<file path="src/hdl/dbslf_pkg.sv">
// ---------------------------------------------------------------------------
// dbslf_pkg
// Shared types, register indexes, fit constants and the round/saturate step
// of the depth bin sampler with line fit.
// ---------------------------------------------------------------------------
package dbslf_pkg;

    localparam int DEF_MAX_BINS   = 128;
    localparam int DEF_DEPTH_BITS = 16;

    localparam int CFG_IDX_W  = 2;
    localparam int CFG_DATA_W = 16;

    localparam logic [CFG_IDX_W-1:0] CFG_MIN_DEPTH = 2'd0;
    localparam logic [CFG_IDX_W-1:0] CFG_MAX_DEPTH = 2'd1;
    localparam logic [CFG_IDX_W-1:0] CFG_BIN_COUNT = 2'd2;

    localparam logic [15:0] RST_MIN_DEPTH = 16'd0;
    localparam logic [15:0] RST_MAX_DEPTH = 16'd3500;
    localparam logic [7:0]  RST_BIN_COUNT = 8'd100;

    localparam int SLOPE_FRAC  = 16;
    localparam int OFFSET_FRAC = 8;

    // Quotient width kept by the divider; anything larger saturates anyway.
    localparam int Q_W   = 26;
    localparam int RES_W = 24;

    localparam logic [Q_W:0] SAT_POS = (Q_W+1)'((1 << (RES_W - 1)) - 1);
    localparam logic [Q_W:0] SAT_NEG = (Q_W+1)'(1 << (RES_W - 1));

    typedef enum logic [4:0] {
        ST_CLEAR,
        ST_IDLE,
        ST_RANGE,
        ST_BIN_MUL,
        ST_BIN_DIV,
        ST_LOOKUP,
        ST_STORE,
        ST_SQ_MUL,
        ST_CROSS_MUL,
        ST_FIT,
        ST_DEN_MUL,
        ST_DEN_SQ,
        ST_SN_MUL,
        ST_SN_CROSS,
        ST_SLOPE_DIV,
        ST_ON_MUL,
        ST_ON_CROSS,
        ST_OFFSET_DIV,
        ST_OUT
    } t_state;

    // The quotient carries one extra fraction bit; round half away from zero,
    // then clamp the magnitude to the signed result range.
    function automatic logic [RES_W-1:0] round_sat(input logic [Q_W-1:0] q,
                                                   input logic ovf,
                                                   input logic neg);
        logic [Q_W:0] qr;
        logic [Q_W:0] mag;
        logic [Q_W:0] negm;
        qr = ({1'b0, q} + {{Q_W{1'b0}}, 1'b1}) >> 1;
        if (neg) begin
            mag  = (ovf || (qr > SAT_NEG)) ? SAT_NEG : qr;
            negm = ~mag + {{Q_W{1'b0}}, 1'b1};
            return negm[RES_W-1:0];
        end
        mag = (ovf || (qr > SAT_POS)) ? SAT_POS : qr;
        return mag[RES_W-1:0];
    endfunction

endpackage

</file>
<file path="src/hdl/dbslf_mul.sv">
// ---------------------------------------------------------------------------
// dbslf_mul
// Bit-serial shift-and-add multiplier, one multiplier bit per cycle, LSB
// first; finishes as soon as the remaining multiplier bits are all zero.
// ---------------------------------------------------------------------------
module dbslf_mul #(
    parameter int P_W = 62,
    parameter int B_W = 23
) (
    input  logic           i_clk,
    input  logic           i_rst_n,
    input  logic           i_start,
    input  logic [P_W-1:0] i_a,
    input  logic [B_W-1:0] i_b,
    output logic           o_done,
    output logic [P_W-1:0] o_prod
);
    logic           r_busy, n_busy;
    logic [P_W-1:0] r_a, n_a;
    logic [B_W-1:0] r_b, n_b;
    logic [P_W-1:0] r_acc, n_acc;

    assign o_done = r_busy && (r_b == '0);
    assign o_prod = r_acc;

    always_comb begin
        n_busy = r_busy;
        n_a    = r_a;
        n_b    = r_b;
        n_acc  = r_acc;
        if (i_start) begin
            n_busy = 1'b1;
            n_a    = i_a;
            n_b    = i_b;
            n_acc  = '0;
        end else if (r_busy) begin
            if (r_b == '0) begin
                n_busy = 1'b0;
            end else begin
                if (r_b[0]) begin
                    n_acc = r_acc + r_a;
                end
                n_a = r_a << 1;
                n_b = r_b >> 1;
            end
        end
    end

    always_ff @(posedge i_clk) begin
        if (!i_rst_n) begin
            r_busy <= 1'b0;
        end else begin
            r_busy <= n_busy;
        end
        r_a   <= n_a;
        r_b   <= n_b;
        r_acc <= n_acc;
    end
endmodule

</file>
<file path="src/hdl/dbslf_div.sv">
// ---------------------------------------------------------------------------
// dbslf_div
// Restoring divider, one quotient bit per cycle. The numerator arrives
// left-aligned; zeros shift in after it for the fraction bits.
// ---------------------------------------------------------------------------
module dbslf_div #(
    parameter int P_W = 62,
    parameter int D_W = 47,
    parameter int S_W = 7
) (
    input  logic           i_clk,
    input  logic           i_rst_n,
    input  logic           i_start,
    input  logic [P_W-1:0] i_num,
    input  logic [S_W-1:0] i_steps,
    input  logic [D_W-1:0] i_den,
    output logic           o_done,
    output logic [dbslf_pkg::Q_W-1:0] o_quo,
    output logic           o_ovf
);
    import dbslf_pkg::*;

    logic           r_busy, n_busy;
    logic [P_W-1:0] r_num, n_num;
    logic [D_W-1:0] r_den, n_den;
    logic [D_W-1:0] r_rem, n_rem;
    logic [S_W-1:0] r_cnt, n_cnt;
    logic [Q_W-1:0] r_q, n_q;
    logic           r_ovf, n_ovf;
    logic [D_W:0]   w_rem_sh;
    logic [D_W:0]   w_diff;
    logic           w_ge;

    assign o_done = r_busy && (r_cnt == '0);
    assign o_quo  = r_q;
    assign o_ovf  = r_ovf;

    assign w_rem_sh = {r_rem, r_num[P_W-1]};
    assign w_diff   = w_rem_sh - {1'b0, r_den};
    assign w_ge     = (w_rem_sh >= {1'b0, r_den});

    always_comb begin
        n_busy = r_busy;
        n_num  = r_num;
        n_den  = r_den;
        n_rem  = r_rem;
        n_cnt  = r_cnt;
        n_q    = r_q;
        n_ovf  = r_ovf;
        if (i_start) begin
            n_busy = 1'b1;
            n_num  = i_num;
            n_den  = i_den;
            n_rem  = '0;
            n_cnt  = i_steps;
            n_q    = '0;
            n_ovf  = 1'b0;
        end else if (r_busy) begin
            if (r_cnt == '0) begin
                n_busy = 1'b0;
            end else begin
                n_num = r_num << 1;
                n_rem = w_ge ? w_diff[D_W-1:0] : w_rem_sh[D_W-1:0];
                n_ovf = r_ovf | r_q[Q_W-1];
                n_q   = {r_q[Q_W-2:0], w_ge};
                n_cnt = r_cnt - {{(S_W-1){1'b0}}, 1'b1};
            end
        end
    end

    always_ff @(posedge i_clk) begin
        if (!i_rst_n) begin
            r_busy <= 1'b0;
        end else begin
            r_busy <= n_busy;
        end
        r_num <= n_num;
        r_den <= n_den;
        r_rem <= n_rem;
        r_cnt <= n_cnt;
        r_q   <= n_q;
        r_ovf <= n_ovf;
    end
endmodule

</file>
<file path="src/hdl/depth_bin_sample_line_fit.sv">
// ---------------------------------------------------------------------------
// depth_bin_sample_line_fit
// Bins target depths, keeps one sample pair per bin and refits
// target = slope * measured + offset by least squares after every item.
// ---------------------------------------------------------------------------
// Usage:
//   Input channel (i_valid / o_stall) carries a target and a measured depth.
//   Output channel (o_valid / i_stall) returns one result per input.
//   Configuration writes (i_cfg_valid / o_cfg_ready) set the depth window and
//   bin count; they are taken at any time and should be made while idle.
//   One item is worked at a time and the input stalls until it is done. An
//   out-of-range item with fewer than two samples stored passes only the
//   range and fit checks (ST_RANGE, ST_FIT) before ST_OUT loads its result; a
//   stored item with a full refit also waits on the shared bit-serial
//   multiplier (one bit per cycle, nine products at most) and the restoring
//   divider (one quotient bit per cycle: bin, slope and offset divisions).
//   A finished result sits in the output register; the next input is taken
//   while it waits, and a new result waits until that one is transferred.
//   Reset clears the count and sums and loads the window 0..3500 mm with 100
//   bins; a clearing pass over all MAX_BINS flags then empties the bin store.
// ---------------------------------------------------------------------------
module depth_bin_sample_line_fit #(
    parameter int MAX_BINS   = dbslf_pkg::DEF_MAX_BINS,
    parameter int DEPTH_BITS = dbslf_pkg::DEF_DEPTH_BITS
) (
    input  logic                           i_clk,
    input  logic                           i_rst_n,
    input  logic                           i_cfg_valid,
    output logic                           o_cfg_ready,
    input  logic [dbslf_pkg::CFG_IDX_W-1:0]  i_cfg_index,
    input  logic [dbslf_pkg::CFG_DATA_W-1:0] i_cfg_data,
    input  logic                           i_valid,
    output logic                           o_stall,
    input  logic [15:0]                    i_target_depth,
    input  logic [15:0]                    i_measured_depth,
    output logic                           o_valid,
    input  logic                           i_stall,
    output logic                           o_in_range,
    output logic [6:0]                     o_bin_num,
    output logic                           o_accepted,
    output logic [7:0]                     o_sample_count,
    output logic                           o_fit_valid,
    output logic signed [23:0]             o_slope,
    output logic signed [23:0]             o_offset
);
    import dbslf_pkg::*;

    localparam int BI_W  = $clog2(MAX_BINS);
    localparam int N_W   = $clog2(MAX_BINS + 1);
    localparam int SX_W  = DEPTH_BITS + BI_W;
    localparam int SXX_W = 2 * DEPTH_BITS + BI_W;
    localparam int P_W   = SXX_W + SX_W;
    localparam int D_W   = SXX_W + N_W;
    localparam int B_W   = SX_W;
    localparam int BN_W  = BI_W + DEPTH_BITS;
    localparam int SL_STEPS = D_W + SLOPE_FRAC + 1;
    localparam int OF_STEPS = P_W + OFFSET_FRAC + 1;
    localparam int STEP_MAX = (SL_STEPS > OF_STEPS) ? SL_STEPS : OF_STEPS;
    localparam int S_W   = $clog2(STEP_MAX + 1);

    t_state r_state, n_state;
    logic   r_wait, n_wait;

    logic [15:0] r_min, r_max;
    logic [7:0]  r_bins;

    logic [DEPTH_BITS-1:0] r_t, n_t, r_m, n_m;
    logic                  r_inr, n_inr, r_acc, n_acc;
    logic [BI_W-1:0]       r_bin, n_bin;
    logic                  r_taken_mem [MAX_BINS];
    logic                  r_taken_rd;
    logic [BI_W-1:0]       r_clr, n_clr;
    logic                  w_tk_we, w_tk_wdata;
    logic [BI_W-1:0]       w_tk_addr;
    logic [N_W-1:0]        r_n, n_n;
    logic [SX_W-1:0]       r_sx, n_sx, r_sy, n_sy;
    logic [SXX_W-1:0]      r_sxx, n_sxx, r_sxy, n_sxy;
    logic [P_W-1:0]        r_prod, n_prod;
    logic [D_W-1:0]        r_den, n_den;
    logic [P_W-1:0]        r_num, n_num;
    logic                  r_neg, n_neg;
    logic                  r_fitv, n_fitv;
    logic [RES_W-1:0]      r_slope, n_slope, r_offset, n_offset;

    logic                  r_out_valid, n_out_valid;
    logic                  r_o_inr, n_o_inr, r_o_acc, n_o_acc, r_o_fitv, n_o_fitv;
    logic [6:0]            r_o_bin, n_o_bin;
    logic [7:0]            r_o_cnt, n_o_cnt;
    logic [RES_W-1:0]      r_o_slope, n_o_slope, r_o_offset, n_o_offset;

    logic                  w_mul_start, w_mul_done;
    logic [P_W-1:0]        w_mul_a, w_mul_prod;
    logic [B_W-1:0]        w_mul_b;
    logic                  w_div_start, w_div_done, w_div_ovf;
    logic [P_W-1:0]        w_div_num;
    logic [S_W-1:0]        w_div_steps;
    logic [D_W-1:0]        w_div_den;
    logic [Q_W-1:0]        w_div_quo;

    logic [DEPTH_BITS-1:0] w_lo, w_hi;
    logic [BI_W-1:0]       w_nbm1;
    logic [P_W-1:0]        w_diff;

    dbslf_mul #(.P_W(P_W), .B_W(B_W)) u_mul (
        .i_clk   (i_clk),
        .i_rst_n (i_rst_n),
        .i_start (w_mul_start),
        .i_a     (w_mul_a),
        .i_b     (w_mul_b),
        .o_done  (w_mul_done),
        .o_prod  (w_mul_prod)
    );

    dbslf_div #(.P_W(P_W), .D_W(D_W), .S_W(S_W)) u_div (
        .i_clk   (i_clk),
        .i_rst_n (i_rst_n),
        .i_start (w_div_start),
        .i_num   (w_div_num),
        .i_steps (w_div_steps),
        .i_den   (w_div_den),
        .o_done  (w_div_done),
        .o_quo   (w_div_quo),
        .o_ovf   (w_div_ovf)
    );

    assign o_cfg_ready    = 1'b1;
    assign o_stall        = (r_state != ST_IDLE);
    assign o_valid        = r_out_valid;
    assign o_in_range     = r_o_inr;
    assign o_bin_num      = r_o_bin;
    assign o_accepted     = r_o_acc;
    assign o_sample_count = r_o_cnt;
    assign o_fit_valid    = r_o_fitv;
    assign o_slope        = r_o_slope;
    assign o_offset       = r_o_offset;

    assign w_lo   = DEPTH_BITS'(r_min);
    assign w_hi   = DEPTH_BITS'(r_max);
    assign w_diff = r_prod - w_mul_prod;

    // A bin count of zero acts as one bin; above the store size it clamps.
    always_comb begin
        if (r_bins == 8'd0) begin
            w_nbm1 = '0;
        end else if (32'(r_bins) > MAX_BINS) begin
            w_nbm1 = BI_W'(MAX_BINS - 1);
        end else begin
            w_nbm1 = BI_W'(r_bins - 8'd1);
        end
    end

    always_comb begin
        n_state     = r_state;
        n_wait      = r_wait;
        n_t         = r_t;
        n_m         = r_m;
        n_inr       = r_inr;
        n_acc       = r_acc;
        n_bin       = r_bin;
        n_clr       = r_clr;
        n_n         = r_n;
        n_sx        = r_sx;
        n_sy        = r_sy;
        n_sxx       = r_sxx;
        n_sxy       = r_sxy;
        n_prod      = r_prod;
        n_den       = r_den;
        n_num       = r_num;
        n_neg       = r_neg;
        n_fitv      = r_fitv;
        n_slope     = r_slope;
        n_offset    = r_offset;
        n_out_valid = r_out_valid && i_stall;
        n_o_inr     = r_o_inr;
        n_o_acc     = r_o_acc;
        n_o_fitv    = r_o_fitv;
        n_o_bin     = r_o_bin;
        n_o_cnt     = r_o_cnt;
        n_o_slope   = r_o_slope;
        n_o_offset  = r_o_offset;
        w_tk_we     = 1'b0;
        w_tk_addr   = r_bin;
        w_tk_wdata  = 1'b1;
        w_mul_start = 1'b0;
        w_mul_a     = '0;
        w_mul_b     = '0;
        w_div_start = 1'b0;
        w_div_num   = '0;
        w_div_steps = '0;
        w_div_den   = '0;

        case (r_state)
            ST_CLEAR: begin
                // One bin flag is cleared per cycle after reset.
                w_tk_we    = 1'b1;
                w_tk_addr  = r_clr;
                w_tk_wdata = 1'b0;
                n_clr      = r_clr + BI_W'(1);
                if (r_clr == BI_W'(MAX_BINS - 1)) begin
                    n_state = ST_IDLE;
                end
            end
            ST_IDLE: begin
                if (i_valid) begin
                    n_t     = DEPTH_BITS'({{DEPTH_BITS{1'b0}}, i_target_depth});
                    n_m     = DEPTH_BITS'({{DEPTH_BITS{1'b0}}, i_measured_depth});
                    n_state = ST_RANGE;
                end
            end
            ST_RANGE: begin
                n_inr = (w_hi > w_lo) && (r_t >= w_lo) && (r_t <= w_hi);
                n_acc = 1'b0;
                n_bin = '0;
                n_wait = 1'b0;
                n_state = n_inr ? ST_BIN_MUL : ST_FIT;
            end
            ST_BIN_MUL: begin
                w_mul_a = P_W'(r_t - w_lo);
                w_mul_b = B_W'(w_nbm1);
                if (!r_wait) begin
                    w_mul_start = 1'b1;
                    n_wait      = 1'b1;
                end else if (w_mul_done) begin
                    n_prod  = w_mul_prod;
                    n_wait  = 1'b0;
                    n_state = ST_BIN_DIV;
                end
            end
            ST_BIN_DIV: begin
                w_div_num   = r_prod << (P_W - BN_W);
                w_div_steps = S_W'(BN_W);
                w_div_den   = D_W'(w_hi - w_lo);
                if (!r_wait) begin
                    w_div_start = 1'b1;
                    n_wait      = 1'b1;
                end else if (w_div_done) begin
                    n_bin   = BI_W'(w_div_quo);
                    n_wait  = 1'b0;
                    n_state = ST_LOOKUP;
                end
            end
            ST_LOOKUP: begin
                // The bin flag is read into r_taken_rd during this cycle.
                n_state = ST_STORE;
            end
            ST_STORE: begin
                if (!r_taken_rd) begin
                    w_tk_we = 1'b1;
                    n_acc   = 1'b1;
                    n_n     = r_n + N_W'(1);
                    n_sx    = r_sx + SX_W'(r_m);
                    n_sy    = r_sy + SX_W'(r_t);
                    n_state = ST_SQ_MUL;
                end else begin
                    n_state = ST_FIT;
                end
            end
            ST_SQ_MUL: begin
                w_mul_a = P_W'(r_m);
                w_mul_b = B_W'(r_m);
                if (!r_wait) begin
                    w_mul_start = 1'b1;
                    n_wait      = 1'b1;
                end else if (w_mul_done) begin
                    n_sxx   = r_sxx + SXX_W'(w_mul_prod);
                    n_wait  = 1'b0;
                    n_state = ST_CROSS_MUL;
                end
            end
            ST_CROSS_MUL: begin
                w_mul_a = P_W'(r_t);
                w_mul_b = B_W'(r_m);
                if (!r_wait) begin
                    w_mul_start = 1'b1;
                    n_wait      = 1'b1;
                end else if (w_mul_done) begin
                    n_sxy   = r_sxy + SXX_W'(w_mul_prod);
                    n_wait  = 1'b0;
                    n_state = ST_FIT;
                end
            end
            ST_FIT: begin
                n_fitv   = 1'b0;
                n_slope  = '0;
                n_offset = '0;
                n_wait   = 1'b0;
                n_state  = (r_n >= N_W'(2)) ? ST_DEN_MUL : ST_OUT;
            end
            ST_DEN_MUL: begin
                w_mul_a = P_W'(r_sxx);
                w_mul_b = B_W'(r_n);
                if (!r_wait) begin
                    w_mul_start = 1'b1;
                    n_wait      = 1'b1;
                end else if (w_mul_done) begin
                    n_prod  = w_mul_prod;
                    n_wait  = 1'b0;
                    n_state = ST_DEN_SQ;
                end
            end
            ST_DEN_SQ: begin
                w_mul_a = P_W'(r_sx);
                w_mul_b = r_sx;
                if (!r_wait) begin
                    w_mul_start = 1'b1;
                    n_wait      = 1'b1;
                end else if (w_mul_done) begin
                    n_den   = D_W'(w_diff);
                    n_wait  = 1'b0;
                    n_state = (D_W'(w_diff) == '0) ? ST_OUT : ST_SN_MUL;
                end
            end
            ST_SN_MUL: begin
                w_mul_a = P_W'(r_sxy);
                w_mul_b = B_W'(r_n);
                if (!r_wait) begin
                    w_mul_start = 1'b1;
                    n_wait      = 1'b1;
                end else if (w_mul_done) begin
                    n_prod  = w_mul_prod;
                    n_wait  = 1'b0;
                    n_state = ST_SN_CROSS;
                end
            end
            ST_SN_CROSS: begin
                w_mul_a = P_W'(r_sy);
                w_mul_b = r_sx;
                if (!r_wait) begin
                    w_mul_start = 1'b1;
                    n_wait      = 1'b1;
                end else if (w_mul_done) begin
                    n_neg   = (w_mul_prod > r_prod);
                    n_num   = n_neg ? (w_mul_prod - r_prod) : w_diff;
                    n_wait  = 1'b0;
                    n_state = ST_SLOPE_DIV;
                end
            end
            ST_SLOPE_DIV: begin
                w_div_num   = r_num << (P_W - D_W);
                w_div_steps = S_W'(SL_STEPS);
                w_div_den   = r_den;
                if (!r_wait) begin
                    w_div_start = 1'b1;
                    n_wait      = 1'b1;
                end else if (w_div_done) begin
                    n_slope = round_sat(w_div_quo, w_div_ovf, r_neg);
                    n_wait  = 1'b0;
                    n_state = ST_ON_MUL;
                end
            end
            ST_ON_MUL: begin
                w_mul_a = P_W'(r_sxx);
                w_mul_b = r_sy;
                if (!r_wait) begin
                    w_mul_start = 1'b1;
                    n_wait      = 1'b1;
                end else if (w_mul_done) begin
                    n_prod  = w_mul_prod;
                    n_wait  = 1'b0;
                    n_state = ST_ON_CROSS;
                end
            end
            ST_ON_CROSS: begin
                w_mul_a = P_W'(r_sxy);
                w_mul_b = r_sx;
                if (!r_wait) begin
                    w_mul_start = 1'b1;
                    n_wait      = 1'b1;
                end else if (w_mul_done) begin
                    n_neg   = (w_mul_prod > r_prod);
                    n_num   = n_neg ? (w_mul_prod - r_prod) : w_diff;
                    n_wait  = 1'b0;
                    n_state = ST_OFFSET_DIV;
                end
            end
            ST_OFFSET_DIV: begin
                w_div_num   = r_num;
                w_div_steps = S_W'(OF_STEPS);
                w_div_den   = r_den;
                if (!r_wait) begin
                    w_div_start = 1'b1;
                    n_wait      = 1'b1;
                end else if (w_div_done) begin
                    n_offset = round_sat(w_div_quo, w_div_ovf, r_neg);
                    n_fitv   = 1'b1;
                    n_wait   = 1'b0;
                    n_state  = ST_OUT;
                end
            end
            ST_OUT: begin
                // Load only when the previous result has been transferred.
                if (!r_out_valid || !i_stall) begin
                    n_out_valid = 1'b1;
                    n_o_inr     = r_inr;
                    n_o_bin     = r_inr ? 7'(r_bin) : 7'd0;
                    n_o_acc     = r_acc;
                    n_o_cnt     = 8'(r_n);
                    n_o_fitv    = r_fitv;
                    n_o_slope   = r_slope;
                    n_o_offset  = r_offset;
                    n_state     = ST_IDLE;
                end
            end
            default: begin
                n_state = ST_IDLE;
            end
        endcase
    end

    // Bin store: one flag per bin, one write and one registered read a cycle.
    always_ff @(posedge i_clk) begin
        if (w_tk_we) begin
            r_taken_mem[w_tk_addr] <= w_tk_wdata;
        end
        r_taken_rd <= r_taken_mem[r_bin];
    end

    always_ff @(posedge i_clk) begin
        if (!i_rst_n) begin
            r_state     <= ST_CLEAR;
            r_wait      <= 1'b0;
            r_min       <= RST_MIN_DEPTH;
            r_max       <= RST_MAX_DEPTH;
            r_bins      <= RST_BIN_COUNT;
            r_clr       <= '0;
            r_n         <= '0;
            r_sx        <= '0;
            r_sy        <= '0;
            r_sxx       <= '0;
            r_sxy       <= '0;
            r_out_valid <= 1'b0;
        end else begin
            r_state     <= n_state;
            r_wait      <= n_wait;
            r_clr       <= n_clr;
            r_n         <= n_n;
            r_sx        <= n_sx;
            r_sy        <= n_sy;
            r_sxx       <= n_sxx;
            r_sxy       <= n_sxy;
            r_out_valid <= n_out_valid;
            if (i_cfg_valid && o_cfg_ready) begin
                case (i_cfg_index)
                    CFG_MIN_DEPTH: r_min  <= i_cfg_data;
                    CFG_MAX_DEPTH: r_max  <= i_cfg_data;
                    CFG_BIN_COUNT: r_bins <= i_cfg_data[7:0];
                    default: ;
                endcase
            end
        end
        r_t        <= n_t;
        r_m        <= n_m;
        r_inr      <= n_inr;
        r_acc      <= n_acc;
        r_bin      <= n_bin;
        r_prod     <= n_prod;
        r_den      <= n_den;
        r_num      <= n_num;
        r_neg      <= n_neg;
        r_fitv     <= n_fitv;
        r_slope    <= n_slope;
        r_offset   <= n_offset;
        r_o_inr    <= n_o_inr;
        r_o_acc    <= n_o_acc;
        r_o_fitv   <= n_o_fitv;
        r_o_bin    <= n_o_bin;
        r_o_cnt    <= n_o_cnt;
        r_o_slope  <= n_o_slope;
        r_o_offset <= n_o_offset;
    end
endmodule
</file>
<file path="config.mk">
export PLATFORM = sky130hd
export DESIGN_NAME = depth_bin_sample_line_fit
export DESIGN_NICKNAME = d
export VERILOG_FILES = /design/src/hdl/dbslf_pkg.sv /design/src/hdl/dbslf_mul.sv /design/src/hdl/dbslf_div.sv /design/src/hdl/depth_bin_sample_line_fit.sv
export SDC_FILE = /design/constraint.sdc
export NUM_CORES = 2
export LEC_CHECK = 0
export ABC_CLOCK_PERIOD_IN_PS = 6200
export BUFFER_PORTS_ARGS = -buffer_cell sky130_fd_sc_hd__buf_2
export CELL_PAD_IN_SITES_DETAIL_PLACEMENT = 2
export CELL_PAD_IN_SITES_GLOBAL_PLACEMENT = 2
export CORE_MARGIN = 5
export CORE_UTILIZATION = 37
export DETAILED_ROUTE_END_ITERATION = 10
export GPL_ROUTABILITY_DRIVEN = 0
export PLACE_DENSITY_LB_ADDON = 0.1
export SETUP_SLACK_MARGIN = 0.15
export SLEW_MARGIN = 30
export SYNTH_ARGS = -nofsm -noshare
export SYNTH_HDL_FRONTEND = slang
export SYNTH_SLANG_ARGS = --single-unit
export TNS_END_PERCENT = 30
</file>
<file path="constraint.sdc">
create_clock -name i_clk -period 6.2 [get_ports i_clk]
set_input_delay 1.24 -clock i_clk [delete_from_list [all_inputs] [get_ports i_clk]]
set_output_delay 1.24 -clock i_clk [all_outputs]
set_load 0.1 [all_outputs]
</file>
Yosys cells after proc, flatten, opt, wreduce, memory -nomap -nowiden. Memory sizes are Yosys's and may differ from the RTL's. A register that Yosys moved wholly into a read port is not among the register bits. Index checks and enable logic that the tools add are counted.

Bits in registers: 853. RAM bits: 128. Input bits: 55. Output and inout port bits: 69. Word-level logic and storage cells: 278. Memories: 1.

Memories: r_taken_mem (words 128, width 1, rd ports 1, clocked after memory_dff 1, wr ports 1, RTL line depth_bin_sample_line_fit.sv:70) `logic r_taken_mem [MAX_BINS];`.

Add/subtract/negate cells: 16. $lt $le $gt $ge: 9. Eq/ne operators: 52. Multiplexer cells: 99. Bitwise logic cells: 5. Reduce and logical (&&, ||, !) cells: 54.

Operators with widths (number): $mux W62 (7); $pmux W62 S7 (1); $mux W24 (9); $pmux W62 S3 (1); $mux W5 (29); $sub A62 B62 Y62 (2); $pmux W23 S5 (1); $pmux W24 S2 (2); $pmux W5 S19 (1); $pmux W47 S2 (1); $add A39 B39 Y39 (2); $mux W23 (3); $add A62 B62 Y62 (1); $gt A62 B62 Y1 (1); $mux W7 (8); $ge A48 B47 Y1 (1); $logic_not A47 Y1 (1); $mux W47 (1); $sub A47 B47 Y47 (1); $add A23 B16 Y23 (2); $eq A5 B4 Y1 const B (8); $sub A16 B16 Y17 (2); $ne A2 B2 Y1 const B (16); $ne A2 B1 Y1 const B (14); 46 further kinds (120).

Logic depth before layout (Yosys ltp).
Depth after elaboration: 11. Gate-level depth with buffers: 23. Mapped depth without buffers: 20.

By module. From an unflattened synthesis, not the netlist that was laid out.

Cells, all modules: 6673. Area, all modules: 62581.3 µm².

Modules (own cells, without submodules): depth_bin_sample_line_fit (instances 1, cells an instance 4606, area each 42458.2 µm²); dbslf_div (instances 1, cells an instance 1051, area each 10572.6 µm²); dbslf_mul (instances 1, cells an instance 1016, area each 9550.4 µm²).

Worst setup path after synthesis. No wires, ideal clock.

Kind: register to register. From: register u_mul.r_b[5]. To: register r_neg (enable). Setup time: 0.561 ns. Data arrival time: 5.549 ns. Required time: 5.639 ns. Setup slack: 0.090 ns. Stages on the path, launching flop included: 6. Clock period less this slack: 6.110 ns. Cell sequence: edfxtp_1 -> nor4_1 -> nand4_1 -> nor3_1 -> nand2_1 -> nor3_1.

Longest elaborated chain between the ends: 3.

RTL lines: from (decl) (RTL line dbslf_mul.sv:20) `logic [B_W-1:0] r_b, n_b;`; from (signal assigned) (RTL line dbslf_mul.sv:56) `r_b <= n_b;`; $logic_not A23 Y1 (RTL line dbslf_mul.sv:23) `assign o_done = r_busy && (r_b == '0);`; $logic_and A1 B1 Y1 (RTL line dbslf_mul.sv:23); $reduce_and A3 Y1 (no source line); to (signal assigned) (RTL line depth_bin_sample_line_fit.sv:459) `r_neg <= n_neg;`; to (decl) (RTL line depth_bin_sample_line_fit.sv:81) `logic r_neg, n_neg;`.

Every way passes these cells. A chain may end at the register's enable or synchronous reset.

Worst setup path in the final report.
From: register u_div.r_q[0] (netlist: u_div.o_quo[0]). To: register r_slope[20], data pin.

Longest elaborated chain between the ends: 11. Elaborated cells between the ends (all ways): 14. Classes of those cells: 2 x add/sub; 2 x order compare; 7 x mux; 1 x bitwise; 2 x reduce/logical.

RTL lines: from (decl) (RTL line dbslf_div.sv:28) `logic [Q_W-1:0] r_q, n_q;`; from (signal assigned) (RTL line dbslf_div.sv:81) `r_q <= n_q;`; $add A26 B1 Y27 (*) (RTL line dbslf_pkg.sv:62) `qr = ({1'b0, q} + {{Q_W{1'b0}}, 1'b1}) >> 1;`; $gt A26 B24 Y1 (RTL line dbslf_pkg.sv:64) `mag = (ovf || (qr > SAT_NEG)) ? SAT_NEG : qr;`; $logic_or A1 B1 Y1 (RTL line dbslf_pkg.sv:64); $mux W24 (RTL line dbslf_pkg.sv:64); $not A24 Y24 (RTL line dbslf_pkg.sv:65) `negm = ~mag + {{Q_W{1'b0}}, 1'b1};`; $add A24 B1 Y24 (RTL line dbslf_pkg.sv:65); $mux W24 (RTL line dbslf_pkg.sv:63) `if (neg) begin`; $mux W24 (*) (RTL line dbslf_pkg.sv:68) `mag = (ovf || (qr > SAT_POS)) ? SAT_POS : qr;`; $mux W24 (*) (RTL line depth_bin_sample_line_fit.sv:345) `end else if (w_div_done) begin`; $mux W24 (*) (RTL line depth_bin_sample_line_fit.sv:342) `if (!r_wait) begin`; $pmux W24 S2 (*) (RTL line depth_bin_sample_line_fit.sv:192) `case (r_state)`; to (signal assigned) (RTL line depth_bin_sample_line_fit.sv:461) `r_slope <= n_slope;`; to (decl) (RTL line depth_bin_sample_line_fit.sv:83) `logic [RES_W-1:0] r_slope, n_slope, r_offset, n_offset;`.

Every way passes the cells marked *; elsewhere a longest branch is shown, timed or not. The select of a mux whose other input is x is not followed.

==> flow_summary_export.csv <==
group,metric,value,unit
status,status,"finished clean",
floorplan,die_width,414,um
synthesis,yosysWarnings,0,
detailed_routing,vias,51300,
synthesis,ys_async_sr_fraction,0,%
layout,register_area,26200,um^2
setup_path,worstSetupPathType,"register to register",
synthesis,synthFlopType,"edfxtp_1",
sta,setup_viol,0,
clock_network,clkSinkCount,982,
clock_network,postCtsSetupBuffers,0,
detailed_routing,ant_nets,0,
synthesis,ys_types,101,
sta,skew,0.0979,ns
floorplan,core_area,163000,um^2
synthesis,avgSynthCellArea,9.26,um^2
sta,rsz0062_at_grt,"false",
pwr,peakVddDrop,0.256,mV
run,maxCapViolCount,0,
clock_network,cts_hold_buf,0,
synthesis,synthCells,6527,
clock_network,htree_levels,3,
sta,slew_headroom,29.6,%
placed_design,hpwl,169000,um
detailed_routing,vias_per_cell,5.81,
floorplan,start_util,37.2,%
clock_network,cts_tree,"built",
layout,area_delta_synth_final,11.9,%
setup_path,required,6.69,ns
setup_path,worst_setup_path_start_kind,"register",
synthesis,syn_nets,6987,
clock_network,clkSlewWorstSetupHoldPaths,0.06,ns
sta,period_minus_slack,5.31,ns
global_routing,grt_use_total,25.3,%
clock_network,numCtsBuffers,117,
synthesis,synthDominantCellAreaShare,32.6,%
clock_network,clock-root-buffer,"clkbuf_16",
floorplan,ios,124,
detailed_routing,drtIter0Drc,3167,
layout,drive_above_1_share,8.22,%
floorplan,core.rowCount,148,
clock_network,ctsResizeCount,0,
placed_design,port_buffers,122,
clock_network,cts_buffer_depth,3,
setup_path,cp.arrival,5.81,ns
detailed_routing,drt_pass1_iterations,7,
clock_network,clk_latency,0.80,ns
setup_path,endpoint_kind,"register",
synthesis,synth_edf_count,657,
synthesis,yosysTopAreaCell,"edfxtp_1",
synthesis,synth_seq_area_share,43.4,%
floorplan,fp.dieArea,172000,um^2
layout,fillerInstances,17800,
pwr,power_density,418,nW/um^2
global_routing,grt_pass1_wl,343000,um
sta,period_share,85.7,%
global_routing,grt.overflow.total,0,
pwr,p_leak,26.4,nW
layout,nets,6999,
detailed_routing,routedWlPerCell,25.6,um
sta,fmax,188,MHz
sta,drv_slew,0,
layout,final_core_util,41.6,%
setup_path,path_max_fanout,9,
layout,multi_input_area,31900,um^2
global_routing,antenna_found_initial,7,
min_path,worstHoldPathType,"register to register",
global_routing,grt_max_degree,70,
synthesis,synth_seq_cells,982,
synthesis,syn-cell-area,60400,um^2
detailed_routing,route.detailed.drc,0,
sta,fin_tns_setup,0,ns
floorplan,die_h,414,um
sta,hold_viol_final,0,
sta,tightest_slew,1.06,ns
synthesis,synth_top_cells_by_area,"edfxtp_1, dfxtp_1, ha_1",
global_routing,grt_pass1_vias,54500,
detailed_routing,wl,226000,um
-- logic make-up (layout without fill, tap and decap cells) --
family	after synthesis	count (layout)	share of synthesized area, %
AND/OR/NAND/NOR	2076	2076	15.5
multiplexers	122	122	2.91
XOR/XNOR	342	342	4.96
AO/OA/AOI/OAI	1933	1933	20.5
other	1	3	0.00621
flip-flops	982	982	43.4
adder cells (fa/ha/maj)	405	405	8.51
buffers and inverters	666	783	4.24
-- power by group --
| group | switching (mW) | internal, mW |
|---|---|---|
| clock | 3.11 | 4.30 |
| sequential | 0.830 | 8.37 |
| combinational | 7.56 | 4.07 |
-- worst max-delay path, cell delays in order, from the launching register on --
cell	delay [ns]
dfxtp_1	0.47
ha_1	0.34
nand2_1	0.16
or3_1	0.42
a21oi_1	0.23
nor2b_1	0.30
nand4_1	0.18
nand3b_1	0.24
nor2_1	0.44
a41o_1	0.34
nand2_1	0.08
ha_1	0.29
inv_1	0.14
nor4_1	0.09
and3_1	0.23
and2_1	0.26
a311oi_1	0.33
nor3_1	0.10
o21ai_0	0.28
nor2_1	0.09
-- cells in the mapped netlist (all sizes together) (29+ instances only) --
| library cell | number |
|---|---|
| o21a | 57 |
| and2 | 40 |
| and3 | 51 |
| clkbuf | 268 |
| o21bai | 70 |
| o211ai | 39 |
| a22oi | 81 |
| a222oi | 29 |
| a31oi | 74 |
| xor2 | 126 |
| nand2 | 833 |
| or3 | 50 |
| mux2i | 72 |
| ha | 395 |
| a211oi | 69 |
| nand2b | 59 |
| a21oi | 605 |
| inv | 335 |
| a221oi | 42 |
| a21o | 254 |
| nor2 | 570 |
| edfxtp | 657 |
| dfxtp | 325 |
| nand3 | 138 |
| o21ai | 394 |
| xnor2 | 216 |
| buf | 61 |
| nand4 | 76 |
| nor3 | 81 |
| nor2b | 60 |
| mux4 | 42 |
-- path summary, 6_finish.rpt --
kind	slack, ns	depth (start not counted)	to	startpoint
hold reg to reg	0.42	0	o_slope[14]$_DFFE_PP_	r_slope[14]$_SDFFCE_PN0P_
setup reg to reg	0.89	19	r_slope[20]$_SDFFCE_PN0P_	u_div.o_quo[0]$_SDFFE_PP0P_
setup / recovery	0.89	19	r_slope[20]$_SDFFCE_PN0P_	u_div.o_quo[0]$_SDFFE_PP0P_
hold / removal	0.42	0	o_slope[14]$_DFFE_PP_	r_slope[14]$_SDFFCE_PN0P_
-- cell usage in the layout (no fill, tap or decap), types with 68 or more instances in the layout --
master	count
a211oi_1	68
a21o_1	253
a21oi_1	600
a22oi_1	81
a31oi_1	73
buf_2	122
buf_4	95
clkbuf_16	118
dfxtp_1	325
edfxtp_1	657
ha_1	395
inv_1	332
mux2i_1	72
nand2_1	830
nand3_1	137
nand4_1	76
nor2_1	561
nor3_1	72
o21ai_0	389
o21bai_1	70
xnor2_1	216
xor2_1	126
-- sequential cells by signal (all words and copies together), names as in the netlist, 47 cells and up --
signal        count
r_den            47
u_div.r_rem      47
r_prod           62
r_taken_mem     128
u_div.r_den      47
u_mul.o_prod     62
r_num            62
u_mul.r_a        62
u_div.r_num      62
-- final cells by class --
class	count	share of cell area, %
Multi-Input combinational cell	4879	47.1
Sequential cell	982	38.8
Clock buffer	154	4.80
Clock inverter	70	1.31
Inverter	337	1.88
Antenna cell	2	0.00740
Tap cell	2175	4.02
Timing Repair Buffer	222	2.10
-- metrics by stage --
stage | cell area [um^2] | total power [mW] | setup WS (ns) | hold WS [ns] | cells
after floorplan | 60400 | 17.1 | 1.31 | 0.400 | 6527
after global placement | 63400 | 20.4 | 1.08 | 0.402 | 8592
after detailed placement | 63500 | 20.8 | 0.915 | 0.405 | 8593
after CTS | 67600 | 28.4 | 0.884 | 0.427 | 8817
after global routing | 67600 | 29.9 | 0.337 | 0.431 | 8819
final | 67600 | 28.2 | 0.886 | 0.424 | 8821
-- metal layers --
layer	wire [um]	GRT usage, %
met1	103000	34.2
met2	109000	43.9
met3	8650	2.50
met4	4830	5.76
met5	28	0
(Power assumes the default switching activity.)
